==> config.mk <==
export PLATFORM = sky130hd
export DESIGN_NAME = prompt_queue_serial_command_sender_top_flat
export DESIGN_NICKNAME = d
export VERILOG_FILES = /design/src/pqs_pkg.sv /design/src/pqs_if.sv /design/src/prompt_queue_serial_command_sender_top.sv /design/src/pqs_ram.sv /design/src/pqs_seq.sv /design/src/flat_wrapper.sv
export SDC_FILE = /design/constraint.sdc
export NUM_CORES = 1
export LEC_CHECK = 0
export BUFFER_PORTS_ARGS = -buffer_cell sky130_fd_sc_hd__clkbuf_2
export CAP_MARGIN = 30
export CORE_ASPECT_RATIO = 1.25
export CORE_MARGIN = 1
export CORE_UTILIZATION = 44
export DETAILED_ROUTE_END_ITERATION = 6
export SYNTH_ARGS = -nofsm -noshare
export SYNTH_HDL_FRONTEND = slang
export SYNTH_SLANG_ARGS = --single-unit
==> constraint.sdc <==
create_clock -name clock -period 4.4 [get_ports clock]
set_clock_uncertainty 0.1 [all_clocks]
set_input_delay 0.44 -clock clock [delete_from_list [all_inputs] [get_ports clock]]
set_output_delay 0.44 -clock clock [all_outputs]
set_load 0.01 [all_outputs]
==> src/pqs_pkg.sv <==
// shared types and constants for the prompt queue serial command sender
package pqs_pkg;

   localparam int PROMPT_W = 16;
   localparam int BYTE_W   = 8;

   // item function codes
   localparam logic FUNC_PUSH = 1'b0;
   localparam logic FUNC_TICK = 1'b1;

   // frame bytes
   localparam logic [BYTE_W-1:0] FRAME_START  = 8'h7E;
   localparam logic [BYTE_W-1:0] FRAME_COUNT  = 8'h04;
   localparam logic [BYTE_W-1:0] FRAME_SELECT = 8'h03;
   localparam logic [BYTE_W-1:0] FRAME_END    = 8'hEF;

   // position of a byte within the frame
   localparam logic [2:0] BYTE_START  = 3'd0;
   localparam logic [2:0] BYTE_COUNT  = 3'd1;
   localparam logic [2:0] BYTE_SELECT = 3'd2;
   localparam logic [2:0] BYTE_HI     = 3'd3;
   localparam logic [2:0] BYTE_LO     = 3'd4;
   localparam logic [2:0] BYTE_LAST   = 3'd5;

   // position of a bit within one 8n1 character
   localparam logic [3:0] BIT_START = 4'd0;
   localparam logic [3:0] BIT_STOP  = 4'd9;

   typedef struct packed {
      logic                func;
      logic [PROMPT_W-1:0] prompt_number;
      logic                busy_req;
   } pqs_item_type;

   typedef struct packed {
      logic tx_line;
      logic active;
      logic frame_end;
   } pqs_result_type;

endpackage

==> src/pqs_if.sv <==
// request and response channel interfaces
interface pqs_req_if;
   logic                          valid;
   logic                          ready;
   logic                          func;
   logic [pqs_pkg::PROMPT_W-1:0]  prompt_number;
   logic                          busy_req;

   modport source (output valid, output func, output prompt_number, output busy_req,
                   input ready);
   modport sink (input valid, input func, input prompt_number, input busy_req,
                 output ready);
endinterface

interface pqs_rsp_if;
   logic valid;
   logic ready;
   logic tx_line;
   logic active;
   logic frame_end;

   modport source (output valid, output tx_line, output active, output frame_end,
                   input ready);
   modport sink (input valid, input tx_line, input active, input frame_end,
                 output ready);
endinterface

==> src/prompt_queue_serial_command_sender_top.sv <==
// top level of the prompt queue serial command sender
// Usage:
//   req_ch carries items: func 0 pushes prompt_number into the prompt ring
//   (stored as prompt_number + 1), func 1 is one serial bit time; busy_req
//   holds off bit times while the start byte of a frame is being sent.
//   rsp_ch returns one result per item: tx_line (line level after the item),
//   active (sender busy with frames) and frame_end (stop bit of the last byte).
//   csr_we/csr_wdata write the mute bit; while mute is set pushes are dropped.
// Timing and throughput:
//   a result is registered and presented in the cycle after its item transfers;
//   one item can transfer every cycle unless a held result stalls. The ring
//   memory is read every cycle at the next read pointer, so the next item's
//   entry is ready for it and a push to that entry is forwarded around the memory.
// Reset:
//   pointers, counters, mute and the output valid flag clear; the line returns
//   to mark. Ring contents are not cleared and need no clearing pass.
// Stall:
//   when rsp_ch is not ready and a result is held, req_ch.ready drops.
module prompt_queue_serial_command_sender_top #(
   parameter int QUEUE_DEPTH = 16
) (
   input  logic        clock,
   input  logic        reset,
   pqs_req_if.sink     req_ch,
   pqs_rsp_if.source   rsp_ch,
   input  logic        csr_we,
   input  logic        csr_wdata
);
   import pqs_pkg::*;

   logic           mute_ff, mute_in;
   logic           rsp_valid_ff, rsp_valid_in;
   pqs_result_type rsp_data_ff, rsp_data_in;
   pqs_result_type result;
   pqs_item_type   item;
   logic           req_xfer;

   assign req_ch.ready = !rsp_valid_ff || rsp_ch.ready;
   assign req_xfer     = req_ch.valid && req_ch.ready;

   assign item = '{func: req_ch.func, prompt_number: req_ch.prompt_number,
                   busy_req: req_ch.busy_req};

   pqs_seq #(
      .QUEUE_DEPTH (QUEUE_DEPTH)
   ) u_seq (
      .clock      (clock),
      .reset      (reset),
      .item_valid (req_xfer),
      .item       (item),
      .mute       (mute_ff),
      .result     (result)
   );

   assign mute_in = csr_we ? csr_wdata : mute_ff;

   always_comb begin
      rsp_valid_in = rsp_valid_ff;
      rsp_data_in  = rsp_data_ff;
      priority if (req_xfer) begin
         rsp_valid_in = 1'b1;
         rsp_data_in  = result;
      end else if (rsp_ch.ready) begin
         rsp_valid_in = 1'b0;
      end
   end

   always_ff @(posedge clock) begin
      if (reset) begin
         mute_ff      <= 1'b0;
         rsp_valid_ff <= 1'b0;
      end else begin
         mute_ff      <= mute_in;
         rsp_valid_ff <= rsp_valid_in;
      end
   end

   always_ff @(posedge clock) begin
      rsp_data_ff <= rsp_data_in;
   end

   assign rsp_ch.valid     = rsp_valid_ff;
   assign rsp_ch.tx_line   = rsp_data_ff.tx_line;
   assign rsp_ch.active    = rsp_data_ff.active;
   assign rsp_ch.frame_end = rsp_data_ff.frame_end;

   a_no_overwrite: assert property (@(posedge clock) disable iff (reset)
      rsp_valid_ff && !rsp_ch.ready |-> !req_xfer)
      else $error("held result overwritten");

   a_result_follows: assert property (@(posedge clock) disable iff (reset)
      req_xfer |=> rsp_valid_ff)
      else $error("transfer produced no result");

   a_push_no_frame_end: assert property (@(posedge clock) disable iff (reset)
      req_xfer && req_ch.func == FUNC_PUSH |=> !rsp_data_ff.frame_end)
      else $error("frame end on a push");
endmodule

==> src/pqs_ram.sv <==
// generic single-port-write, single-port-read ram with registered read
module pqs_ram #(
   parameter int WIDTH = 16,
   parameter int DEPTH = 16
) (
   input  logic                                   clock,
   input  logic                                   wr_en,
   input  logic [(DEPTH > 1 ? $clog2(DEPTH) : 1)-1:0] wr_addr,
   input  logic [WIDTH-1:0]                       wr_data,
   input  logic [(DEPTH > 1 ? $clog2(DEPTH) : 1)-1:0] rd_addr,
   output logic [WIDTH-1:0]                       rd_data
);
   logic [WIDTH-1:0] mem_ff [DEPTH];
   logic [WIDTH-1:0] rd_data_ff;

   always_ff @(posedge clock) begin
      if (wr_en) begin
         mem_ff[wr_addr] <= wr_data;
      end
      rd_data_ff <= mem_ff[rd_addr];
   end

   assign rd_data = rd_data_ff;
endmodule

==> src/pqs_seq.sv <==
// prompt ring pointers and 8n1 frame sequencer around the ring memory
module pqs_seq #(
   parameter int QUEUE_DEPTH = 16
) (
   input  logic                    clock,
   input  logic                    reset,
   input  logic                    item_valid,
   input  pqs_pkg::pqs_item_type   item,
   input  logic                    mute,
   output pqs_pkg::pqs_result_type result
);
   import pqs_pkg::*;

   localparam int PTR_W = (QUEUE_DEPTH > 1) ? $clog2(QUEUE_DEPTH) : 1;
   localparam logic [PTR_W-1:0] PTR_LAST = PTR_W'(QUEUE_DEPTH - 1);

   function automatic logic [PTR_W-1:0] ptr_next(input logic [PTR_W-1:0] p);
      return (p == PTR_LAST) ? '0 : p + PTR_W'(1);
   endfunction

   logic [PTR_W-1:0]    wr_ptr_ff, wr_ptr_in;
   logic [PTR_W-1:0]    rd_ptr_ff, rd_ptr_in;
   logic [2:0]          byte_idx_ff, byte_idx_in;
   logic [3:0]          bit_idx_ff, bit_idx_in;
   logic                sending_ff, sending_in;
   logic                line_ff, line_in;
   logic                byp_ff, byp_in;
   logic [PROMPT_W-1:0] byp_data_ff, byp_data_in;

   logic                ram_we;
   logic [PROMPT_W-1:0] ram_wdata;
   logic [PROMPT_W-1:0] ram_rdata;
   logic [PROMPT_W-1:0] entry;
   logic [BYTE_W-1:0]   cur_byte;
   logic [2:0]          bit_sel;
   logic                fend;

   // ring entry at the read pointer; a push to that entry in the previous cycle is forwarded
   assign entry = byp_ff ? byp_data_ff : ram_rdata;

   always_comb begin
      unique case (byte_idx_ff)
         BYTE_START:  cur_byte = FRAME_START;
         BYTE_COUNT:  cur_byte = FRAME_COUNT;
         BYTE_SELECT: cur_byte = FRAME_SELECT;
         BYTE_HI:     cur_byte = entry[PROMPT_W-1:BYTE_W];
         BYTE_LO:     cur_byte = entry[BYTE_W-1:0];
         default:     cur_byte = FRAME_END;
      endcase
   end

   assign bit_sel   = 3'(bit_idx_ff - 4'd1);
   assign ram_wdata = item.prompt_number + PROMPT_W'(1);

   always_comb begin
      wr_ptr_in   = wr_ptr_ff;
      rd_ptr_in   = rd_ptr_ff;
      byte_idx_in = byte_idx_ff;
      bit_idx_in  = bit_idx_ff;
      sending_in  = sending_ff;
      line_in     = line_ff;
      ram_we      = 1'b0;
      fend        = 1'b0;
      if (item_valid) begin
         if (item.func == FUNC_PUSH) begin
            if (!mute) begin
               ram_we     = 1'b1;
               wr_ptr_in  = ptr_next(wr_ptr_ff);
               sending_in = 1'b1;
            end
         end else if (sending_ff && !(byte_idx_ff == BYTE_START && item.busy_req)) begin
            priority if (bit_idx_ff == BIT_START) begin
               line_in    = 1'b0;
               bit_idx_in = 4'd1;
            end else if (bit_idx_ff >= BIT_STOP) begin
               line_in    = 1'b1;
               bit_idx_in = BIT_START;
               if (byte_idx_ff == BYTE_LO) begin
                  rd_ptr_in = ptr_next(rd_ptr_ff);
               end
               if (byte_idx_ff >= BYTE_LAST) begin
                  fend        = 1'b1;
                  byte_idx_in = BYTE_START;
                  if (rd_ptr_ff == wr_ptr_ff) begin
                     sending_in = 1'b0;
                  end
               end else begin
                  byte_idx_in = byte_idx_ff + 3'd1;
               end
            end else begin
               line_in    = cur_byte[bit_sel];
               bit_idx_in = bit_idx_ff + 4'd1;
            end
         end
      end
   end

   // the memory is read at the next read pointer so the entry is ready for the next item
   assign byp_in      = ram_we && (wr_ptr_ff == rd_ptr_in);
   assign byp_data_in = ram_wdata;

   pqs_ram #(
      .WIDTH (PROMPT_W),
      .DEPTH (QUEUE_DEPTH)
   ) u_ring (
      .clock   (clock),
      .wr_en   (ram_we),
      .wr_addr (wr_ptr_ff),
      .wr_data (ram_wdata),
      .rd_addr (rd_ptr_in),
      .rd_data (ram_rdata)
   );

   always_ff @(posedge clock) begin
      if (reset) begin
         wr_ptr_ff   <= '0;
         rd_ptr_ff   <= '0;
         byte_idx_ff <= BYTE_START;
         bit_idx_ff  <= BIT_START;
         sending_ff  <= 1'b0;
         line_ff     <= 1'b1;
         byp_ff      <= 1'b0;
      end else begin
         wr_ptr_ff   <= wr_ptr_in;
         rd_ptr_ff   <= rd_ptr_in;
         byte_idx_ff <= byte_idx_in;
         bit_idx_ff  <= bit_idx_in;
         sending_ff  <= sending_in;
         line_ff     <= line_in;
         byp_ff      <= byp_in;
      end
   end

   always_ff @(posedge clock) begin
      byp_data_ff <= byp_data_in;
   end

   assign result = '{tx_line: line_in, active: sending_in, frame_end: fend};

   // idle sender sits at the frame start with the line at mark
   a_idle_at_rest: assert property (@(posedge clock) disable iff (reset)
      !sending_ff |-> (byte_idx_ff == BYTE_START && bit_idx_ff == BIT_START && line_ff))
      else $error("idle sender not at rest");

   a_frame_end_restart: assert property (@(posedge clock) disable iff (reset)
      item_valid && fend |=> (byte_idx_ff == BYTE_START && bit_idx_ff == BIT_START && line_ff))
      else $error("frame end did not return to start byte");

   a_bit_range: assert property (@(posedge clock) disable iff (reset)
      bit_idx_ff <= BIT_STOP && byte_idx_ff <= BYTE_LAST)
      else $error("bit or byte counter out of range");

   a_forward: assert property (@(posedge clock) disable iff (reset)
      ram_we && (wr_ptr_ff == rd_ptr_in) |=> entry == $past(ram_wdata))
      else $error("write to read entry not forwarded");

   a_push_only_write: assert property (@(posedge clock) disable iff (reset)
      ram_we |-> (item_valid && item.func == FUNC_PUSH && !mute))
      else $error("ring written without a push");
endmodule
==> src/flat_wrapper.sv <==
// flat-port wrapper written by rule: the top's interface ports become plain ports
module prompt_queue_serial_command_sender_top_flat import pqs_pkg::*;
#(
   parameter int QUEUE_DEPTH = 16
)
  (clock, reset, csr_we, csr_wdata, req_ch_valid, req_ch_func, req_ch_prompt_number, req_ch_busy_req, req_ch_ready, rsp_ch_valid, rsp_ch_tx_line, rsp_ch_active, rsp_ch_frame_end, rsp_ch_ready);
  pqs_req_if req_ch_i ();
  pqs_rsp_if rsp_ch_i ();
  input  logic clock;
  input  logic reset;
  input  logic csr_we;
  input  logic csr_wdata;
  input wire logic [$bits(req_ch_i.valid)-1:0] req_ch_valid;
  input wire logic [$bits(req_ch_i.func)-1:0] req_ch_func;
  input wire logic [$bits(req_ch_i.prompt_number)-1:0] req_ch_prompt_number;
  input wire logic [$bits(req_ch_i.busy_req)-1:0] req_ch_busy_req;
  output wire logic [$bits(req_ch_i.ready)-1:0] req_ch_ready;
  output wire logic [$bits(rsp_ch_i.valid)-1:0] rsp_ch_valid;
  output wire logic [$bits(rsp_ch_i.tx_line)-1:0] rsp_ch_tx_line;
  output wire logic [$bits(rsp_ch_i.active)-1:0] rsp_ch_active;
  output wire logic [$bits(rsp_ch_i.frame_end)-1:0] rsp_ch_frame_end;
  input wire logic [$bits(rsp_ch_i.ready)-1:0] rsp_ch_ready;
  assign req_ch_i.valid = req_ch_valid;
  assign req_ch_i.func = req_ch_func;
  assign req_ch_i.prompt_number = req_ch_prompt_number;
  assign req_ch_i.busy_req = req_ch_busy_req;
  assign req_ch_ready = req_ch_i.ready;
  assign rsp_ch_valid = rsp_ch_i.valid;
  assign rsp_ch_tx_line = rsp_ch_i.tx_line;
  assign rsp_ch_active = rsp_ch_i.active;
  assign rsp_ch_frame_end = rsp_ch_i.frame_end;
  assign rsp_ch_i.ready = rsp_ch_ready;
  prompt_queue_serial_command_sender_top #(.QUEUE_DEPTH(QUEUE_DEPTH)) u_core (.clock(clock), .reset(reset), .req_ch(req_ch_i), .rsp_ch(rsp_ch_i), .csr_we(csr_we), .csr_wdata(csr_wdata));
endmodule
; Yosys cells after proc, flatten, opt, wreduce, memory -nomap -nowiden
; Memory sizes are Yosys's and may differ from the RTL's. A register that Yosys moved wholly into a read port is not among the register bits.
; Index checks and enable logic that the tools add are counted.
[classes]
reduce_logical = 14
n_eq_ne = 8
order_cmp = 3
bitwise_logic = 5
mux = 36
n_addsub = 6
[ops]
columns = cell, count
row1 = 2-to-1 mux 4 bit, 10
row2 = case mux 8 bit (5 select lines), 1
row3 = 2-to-1 mux 1 bit, 22
row4 = "adder 16 x 1 -> 16 bit, second input constant", 1
row5 = 2-to-1 mux 16 bit, 1
row6 = "adder 4 x 1 -> 4 bit, second input constant", 3
row7 = == test 4 bit, 2
row8 = "== test 4 bit, second input constant", 2
row9 = "== test 3 x 2 -> 1 bit, second input constant", 2
row10 = AND reduction 3 bit, 2
row11 = NOT 1 bit, 5
row12 = AND reduction 5 bit, 1
row13 = ">= comparator 4 bit, second input constant", 1
row14 = logical AND 1 bit, 4
row15 = logical NOT 4 bit, 1
row16 = "less-than comparator 3 x 4 -> 1 bit, second input constant", 1
row17 = OR reduction 4 bit, 1
row18 = "adder 3 x 1 -> 3 bit, second input constant", 1
row19 = binary-select mux 1 bit (select 3 bit), 1
row20 = "== test 3 x 1 -> 1 bit, second input constant", 1
row21 = "== test 3 bit, second input constant", 1
row22 = ">= comparator 3 bit, second input constant", 1
row23 = logical NOT 3 bit, 1
row24 = 2-to-1 mux 3 bit, 1
row25 = other kinds (4), 5
[totals]
output_inout_bits = 5
reg_bits = 39
ramBits = 256
n_memories = 1
[memory_table]
columns = memory, depth, word_bits, rd, rd_clocked_by_memory_dff, write_ports, line
row1 = u_core.u_seq.u_ring.mem_ff, 16, 16, 1, 1, 1, pqs_ram.sv:13  ; logic [WIDTH-1:0] mem_ff [DEPTH];

; Longest topological paths before layout
; Gate-level depths: netlist of run 1.
[logic_depth]
word_depth = 10
mapped_depth = 13
mapped_depth_nobuf = 10

; By module
; A second synthesis of run 1 with hierarchy kept.
[hier_totals]
cells_unflattened = 687
hier_area_um2 = 12360.6
[modules_own_cells]
columns = module, cells_each, area_per_inst_um2, n_inst
row1 = pqs_ram, 432, 10042.1, 1
row2 = pqs_seq, 244, 2139.6, 1
row3 = prompt_queue_serial_command_sender_top, 11, 178.9, 1

; Worst setup path before layout of run 1
; OpenSTA, ideal clock, no wires.
[synth_path]
path_type = input -> register
startpoint = input rsp_ch_ready
endpoint = memory u_core.u_seq.u_ring.mem_ff[3][0] (enable)
setup_time_ns = 0.409
arrival_ns = 2.817
n_path_buf = 0
slack_ns = 1.074
path_stages = 5
path_cell_list = nand2b_1 > nand2_1 > nor3_1 > nand2_1 > nor3_1
[synth_between]
elab_chain_cells = 5
[synth_lines]
columns = element, line
row1 = start: declaration, flat_wrapper.sv:22  ; input wire logic [$bits(rsp_ch_i.ready)-1:0] rsp_ch_ready;
row2 = logical OR 1 bit, prompt_queue_serial_command_sender_top.sv:38  ; assign req_ch.ready = !rsp_valid_ff || rsp_ch.ready;
row3 = logical AND 1 bit, prompt_queue_serial_command_sender_top.sv:39  ; assign req_xfer = req_ch.valid && req_ch.ready;
row4 = 2-to-1 mux 1 bit, pqs_seq.sv:64  ; if (item_valid) begin
row5 = 2-to-1 mux 1 bit, pqs_ram.sv:17  ; if (wr_en) begin
row6 = 2-to-1 mux 1 bit (not written as such), pqs_ram.sv:18  ; mem_ff[wr_addr] <= wr_data;
row7 = end: declaration, pqs_ram.sv:13
; No other way between the ends.

; Final worst setup path of run 1
[layout_path]
startpoint = register u_core.u_seq.bit_idx_ff[1]
endpoint = register u_core.u_seq.u_ring.rd_data_ff[1] (netlist: u_core.u_seq.u_ring.rd_data[1]) (read register of u_core.u_seq.u_ring.mem_ff)
[layout_between]
elab_chain_cells = 6
[layout_lines]
columns = element, line
row1 = start: declaration, pqs_seq.sv:24  ; logic [3:0] bit_idx_ff, bit_idx_in;
row2 = start signal: assignment, pqs_seq.sv:127  ; bit_idx_ff <= bit_idx_in;
row3 = >= comparator 4 bit, pqs_seq.sv:75  ; end else if (bit_idx_ff >= BIT_STOP) begin
row4 = 2-to-1 mux 4 bit, pqs_seq.sv:75
row5 = 2-to-1 mux 4 bit (*), pqs_seq.sv:72  ; priority if (bit_idx_ff == BIT_START) begin
row6 = 2-to-1 mux 4 bit (*), pqs_seq.sv:71  ; end else if (sending_ff && !(byte_idx_ff == BYTE_START && item.busy_req)) begin
row7 = 2-to-1 mux 4 bit (*), pqs_seq.sv:65  ; if (item.func == FUNC_PUSH) begin
row8 = 2-to-1 mux 4 bit (*), pqs_seq.sv:64
row9 = end: declaration, pqs_ram.sv:14  ; logic [WIDTH-1:0] rd_data_ff;
; Every way passes the cells marked *; elsewhere a longest branch is shown, timed or not.
; A chain may end at the register's enable or synchronous reset.

==> flow_summary.ini, run 1 <==
[status]
status = complete, no violations

[worst_hold_path]
hold_path.class = in -> reg
hold_path_depth = 3

[timing]
hold_violations = 0
fin_crit_ns = 3.554
tightestPinTransition_ns = 0.8939
slew-limit-headroom_pct = 40.41
max_freq_mhz = 281.3
slew_viol_final = 0
rsz0062_at_grt = no
tns_ns = 0
fin_crit_sh_pct = 80.78
finalSetupViolCount = 0

[cells_and_area]
nNetsFinal = 779
drive_gt1_share_pct = 27.45
final_cell_area_um2 = 14310
n_antenna_cell = 0
stdcell_count = 1115
syn_to_final_growth_pct = 15.91

[pwr]
power_density_nw_per_um2 = 429.6
p_sw_share_pct = 19.27
internal_power_mw = 4.962
pwr-share-clk_pct = 44.5
sequentialPowerShare_pct = 52.8
peakVddDrop_mv = 0.2467
combPwrFrac_pct = 2.7
p_leak_nw = 5.093
switchingPower_mw = 1.184

[logic_synthesis]
synth.most_common_cell = edfxtp_1
synth_area_leader_cell = edfxtp_1
ys_ff_latch = 311
syn-cell-area_um2 = 12340
synth_nets = 707
yosys-top-cells-area = edfxtp_1 (63%), mux4_2 (12%), dfxtp_1 (8.4%), mux2i_1 (5.3%), ha_1 (1.4%)
synth_edf_count = 259
avgSynthCellArea_um2 = 18.45
synth_top_area_share_pct = 63.02
async_flop_share_pct = 0
ys.flop_type = edfxtp_1
yosysUniqueCellTypes = 41
yosysWarningCount = 0
synth_cells = 669
yosysSeqAreaShare_pct = 71.45
synthTopCellsByCount = edfxtp_1 (259), mux2i_1 (65), mux4_2 (64), dfxtp_1 (52), nor2_1 (35)

[setup_path]
cp-start-kind = flop
ff2ff_path_depth = 10
critPathMostFrequentCell = mux2i_1
critPathSlowestCell = mux4_2
critPathMaxStageDelay_ns = 0.55
path_max_fanout = 21
critPathKind = reg -> reg
required_ns = 4.71
critPathArrivalTime_ns = 3.86
path_cells = inv_1 -> ha_1 -> nand2b_1 -> o21ai_2 -> nor4b_4 -> mux2i_4 -> buf_4 -> mux4_2 -> mux2i_1 -> mux2i_1
worst_setup_path_end_kind = flop

[cts]
cts.sinks = 311
ctsRootBufferMaster = clkbuf_16
cts_tree = yes
path_clk_slew_ns = 0.06
numCtsBuffers = 30
hold_buffers = 1
cts_setup_buffers = 0
cts_resized = 0
clk_latency_ns = 0.55
h-tree-depth = 1
clk_path_buf_depth = 3

[floorplan]
dieArea_um2 = 28730
core_um2 = 27570
initial_core_util_pct = 44.77
io_pins = 29
row_count = 68
die_width_um = 151.8
dieHeight_um = 189.3

[placement]
port_buffers = 28
post_dp_cell_area_um2 = 13210
dp_cells = 1057
dp_hpwl_mm = 15.98
gp_congestion = 0.8049

[global_routing]
grt_max_degree = 71
first_global_vias = 6694
antenna_found_initial = 0
grt_pass1_wl_mm = 39.81
grt_overflow = 0
grt_use_total_pct = 18.44

[detailed_routing]
ant_nets = 0
routed_via_density = 5.592
routedWlPerCell_um = 23.29
drc = 0
vias = 6235
drt_pass1_iterations = 4
routed_wl_mm = 25.97
drtIter0Drc = 521

[job]
cap_violations = 0
routing by layer:
metal	share of wire, %	GRT usage, %	vias up
met5	0	0	-
met4	2.2	5.769	0
met3	3.4	2.266	49
met2	51	32.40	164
met1	43	23.88	3237
li1	-	-	2785
state kept, by name, summed over array words and instances (netlist names), 3 cells and up:
signal and count:
u_core.u_seq.wr_ptr_ff 4, u_core.u_seq.u_ring.mem_ff 256, u_core.u_seq.u_ring.rd_data 16, u_core.u_seq.byte_idx_ff 3, u_core.u_seq.rd_ptr_ff 4, u_core.u_seq.byp_data_ff 16
u_core.u_seq.bit_idx_ff 4
worst paths after layout:
kind                              startpoint                             end  slack (ns)
hold / removal                     csr_wdata                  u_core.mute_ff        0.05
hold reg to reg   u_core.u_seq.bit_idx_ff[1]      u_core.u_seq.bit_idx_ff[1]        0.43
setup reg to reg  u_core.u_seq.bit_idx_ff[1]  u_core.u_seq.u_ring.rd_data[1]        0.85
setup / recovery  u_core.u_seq.bit_idx_ff[1]  u_core.u_seq.u_ring.rd_data[1]        0.85
area by class of cell:
| class | instances | area [µm²] |
|---|---|---|
| multi-input combinational | 320 | 3418 |
| timing repair buffer | 67 | 515.5 |
| clock inverter | 19 | 255.2 |
| tap | 350 | 437.9 |
| sequential | 311 | 8818 |
| clock buffer | 37 | 818.3 |
| inverter | 11 | 41.29 |
| fill | 2214 | 13260 |
cells in the final DEF (no fill, tap or decap), drive strengths merged, types with 4 or more instances in the layout:
master / instances
edfxtp: 259
mux2i: 65
clkbuf: 65
mux4: 64
dfxtp: 52
buf: 38
nor2: 35
nand2: 26
xnor2: 15
ha: 14
inv: 12
xor2: 12
nor3: 12
nand3: 10
nand4: 9
clkinv: 9
a21oi: 8
o21ai: 7
nand2b: 6
bufinv: 6
mux2: 5
or2: 4
critical path, delay by kind of cell (launching register included):
family / cells / cell delay [ns]
compound gates: 1 / 0.15
buf+inv: 2 / 0.49
fa+ha+maj: 1 / 0.22
mux: 4 / 1.37
flops: 1 / 0.39
simple gates: 2 / 0.66
metrics by stage:
step           hold WS (ns)  util, %  power, mW  setup slack (ns)
2_1_floorplan        0.3614        -      3.390             1.074
3_3_place_gp         0.3789    47.48      3.460            0.9407
3_5_place_dp         0.4139    47.93      3.475            0.8267
4_1_cts             0.02991    51.87      6.201            0.7903
5_1_grt             0.05613    51.89      6.324            0.6216
6_report            0.04830    51.89      6.146            0.8456
power groups by stage:
| stage | Clock, mW | Sequential (mW) | Combinational, mW |
|---|---|---|---|
| CTS | 2.79 | 3.25 | 0.166 |
| global placement | 0 | 3.31 | 0.151 |
| finish | 2.73 | 3.25 | 0.167 |
| floorplan | 0 | 3.30 | 0.0879 |
| global route | 2.89 | 3.25 | 0.183 |
| detailed placement | 0 | 3.31 | 0.165 |
cells by family (layout without fill, tap and decap cells):
logic type                 Yosys count  after routing  synth area share [%]
AOI/OAI and AO/OA                   30             30                 1.653
xor gates and xnor gates            27             27                 1.916
adders and majority gates           14             14                 1.419
buffers and inverters               38            134                 1.612
DFF                                311            311                 71.45
muxes                              134            134                 17.41
and+or+nand+nor                    115            115                 4.542
Note: power is estimated with default switching activity, not from simulation.
==> run 2: changes to the inputs <==
- clock period: 4.4 -> 3.5 ns (I/O delays scaled with it)
==> run 2 against run 1 <==
- core utilization is essentially flat
- sequential power rose by 26%
- first-iteration DRC count down 27%
- die area unchanged
- critical endpoint is now u_core.u_seq.u_ring.rd_data[9]
- highest routed layer unchanged
==> flow_summary.ini, run 2 (synthesis results as in run 1) <==
[global_routing]
grt_use_total_pct = 19.17
grt_overflow = 0
grt_max_degree = 41
antenna_found_initial = 0
first_global_vias = 6651
grt_pass1_wl_mm = 41.03

[cts]
cts.sinks = 311
numCtsBuffers = 29
cts_resized = 0
cts_tree = yes
h-tree-depth = 1
ctsRootBufferMaster = clkbuf_16
clk_path_buf_depth = 3
clk_latency_ns = 0.56
path_clk_slew_ns = 0.07

[setup_path]
required_ns = 3.83
worst_setup_path_end_kind = flop
cp-start-kind = flop
r2r_slack_ns = 0.25
critPathKind = reg -> reg
critPathMaxStageDelay_ns = 0.53
crit_start = u_core.u_seq.byte_idx_ff[1]
worstSetupEndpoint = u_core.u_seq.u_ring.rd_data[9]
critPathArrivalTime_ns = 3.58
ff2ff_path_depth = 12
critPathSlowestCell = or3b_2
rr_endpoint = u_core.u_seq.u_ring.rd_data[9]
rr_startpoint = u_core.u_seq.byte_idx_ff[1]
path_max_fanout = 32
path_cells = inv_1 -> ha_1 -> nor2b_1 -> nand2_1 -> or3b_2 -> nor2_1 -> nand4_1 -> buf_4 -> xor2_4 -> buf_12 -> mux2i_1 -> mux2i_1
critPathMostFrequentCell = mux2i_1

[cells_and_area]
nFillCells = 2236
final_util_pct = 51.88
multiInputGateArea_um2 = 3418
largest-register = u_core.u_seq.u_ring.mem_ff
stdcell_count = 1129
n_antenna_cell = 0
layout_commonest_cell = edfxtp_1
nNetsFinal = 794
drive_gt1_share_pct = 27.60
syn_to_final_growth_pct = 15.89
regArea_um2 = 8818
final_cell_area_um2 = 14300
final_cell_mix = edfxtp_1 (259), mux4_2 (64), mux2i_1 (63)
largest_reg_flops = 256

[floorplan]
core_um2 = 27570
die_width_um = 151.8
io_pins = 29
dieHeight_um = 189.3
row_count = 68
dieArea_um2 = 28730
initial_core_util_pct = 44.77

[timing]
max_freq_mhz = 308.0
tns_ns = 0
hold_violations = 0
slew-limit-headroom_pct = 45.00
fin_crit_sh_pct = 92.77
slew_viol_final = 0
tightestPinTransition_ns = 0.8250
fin_crit_ns = 3.247
finalSetupViolCount = 0
rsz0062_at_grt = no

[detailed_routing]
drc = 0
routed_wl_mm = 27.07
routed_via_density = 5.578
drt_pass1_iterations = 4
drtIter0Drc = 382
ant_nets = 0
routedWlPerCell_um = 23.97
vias = 6297

[pwr]
sequentialPowerShare_pct = 55.0
switchingPower_mw = 1.471
combPwrFrac_pct = 2.9
peakVddDrop_mv = 0.3214
internal_power_mw = 5.941
power_density_nw_per_um2 = 518.2
pwr-share-clk_pct = 42.1
p_sw_share_pct = 19.85
p_leak_nw = 5.117

[job]
cap_violations = 0

[placement]
dp_cells = 1069
dp_hpwl_mm = 16.28
post_dp_cell_area_um2 = 13310
gp_congestion = 0.8043
port_buffers = 28

[worst_hold_path]
hold_path.class = in -> reg

[status]
status = complete, no violations
[run 2: layer usage]
metal	routed length [µm]	share of wire [%]	global-route usage, %	up-vias
li1	-	-	-	2818
met1	11030	41	24.73	3263
met2	13910	51	34.07	178
met3	1613	6.0	2.266	38
met4	507	1.9	5.538	0
met5	0	0	0	-
[run 2: metrics by stage]
step	total power, mW	hold slack (ns)	setup slack, ns
global placement	4.352	0.3761	0.2620
finish	7.412	0.02703	0.2531
CTS	7.456	0.007033	0.1316
global route	7.623	0.02443	0.1092
floorplan	4.262	0.3614	0.2640
detailed placement	4.365	0.4087	0.1344
[run 2: critical path: cells and delay by family, from the launching register on]
| family | cells | cell delay [ns] |
|---|---|---|
| simple gates | 5 | 1.19 |
| buf+inv | 3 | 0.58 |
| flops | 1 | 0.44 |
| mux | 2 | 0.39 |
| fa+ha+maj | 1 | 0.24 |
| xor+xnor | 1 | 0.15 |
[run 2: power by group through the flow]
stage	logic (mW)	clock network (mW)	registers (mW)
after floorplan	0.111	0	4.15
after global placement	0.196	0	4.16
after detailed placement	0.207	0	4.16
after CTS	0.211	3.17	4.08
after global routing	0.232	3.31	4.08
final	0.212	3.12	4.08
[run 2: timing repair]
action,in CTS,in global routing
setup endpoints to repair,0,6
hold buffers,3,0
hold endpoints to repair,2,0
buffers inserted,0,1
[run 2: how the worst min path moves through the flow]
stage                     slack, ns                          to  cells after the start                        from
final                          0.03         u_core.rsp_ch.valid                      3                rsp_ch_ready
after global routing           0.02         u_core.rsp_ch.valid                      3                rsp_ch_ready
after CTS                     0.007         u_core.rsp_ch.valid                      3                rsp_ch_ready
after detailed placement       0.41  u_core.u_seq.bit_idx_ff[1]                      2  u_core.u_seq.bit_idx_ff[1]
after global placement         0.38  u_core.u_seq.bit_idx_ff[1]                      2  u_core.u_seq.bit_idx_ff[1]
after floorplan                0.36  u_core.u_seq.bit_idx_ff[1]                      2  u_core.u_seq.bit_idx_ff[1]
[run 2: layout make-up]
class / instances / area share (%)
flip-flops and latches: 311 / 61.66
multi-input cells: 320 / 23.90
clock buffers: 39 / 5.546
repair buffers: 83 / 4.532
well taps: 350 / 3.062
clock inverters: 15 / 1.015
inverters: 11 / 0.2887
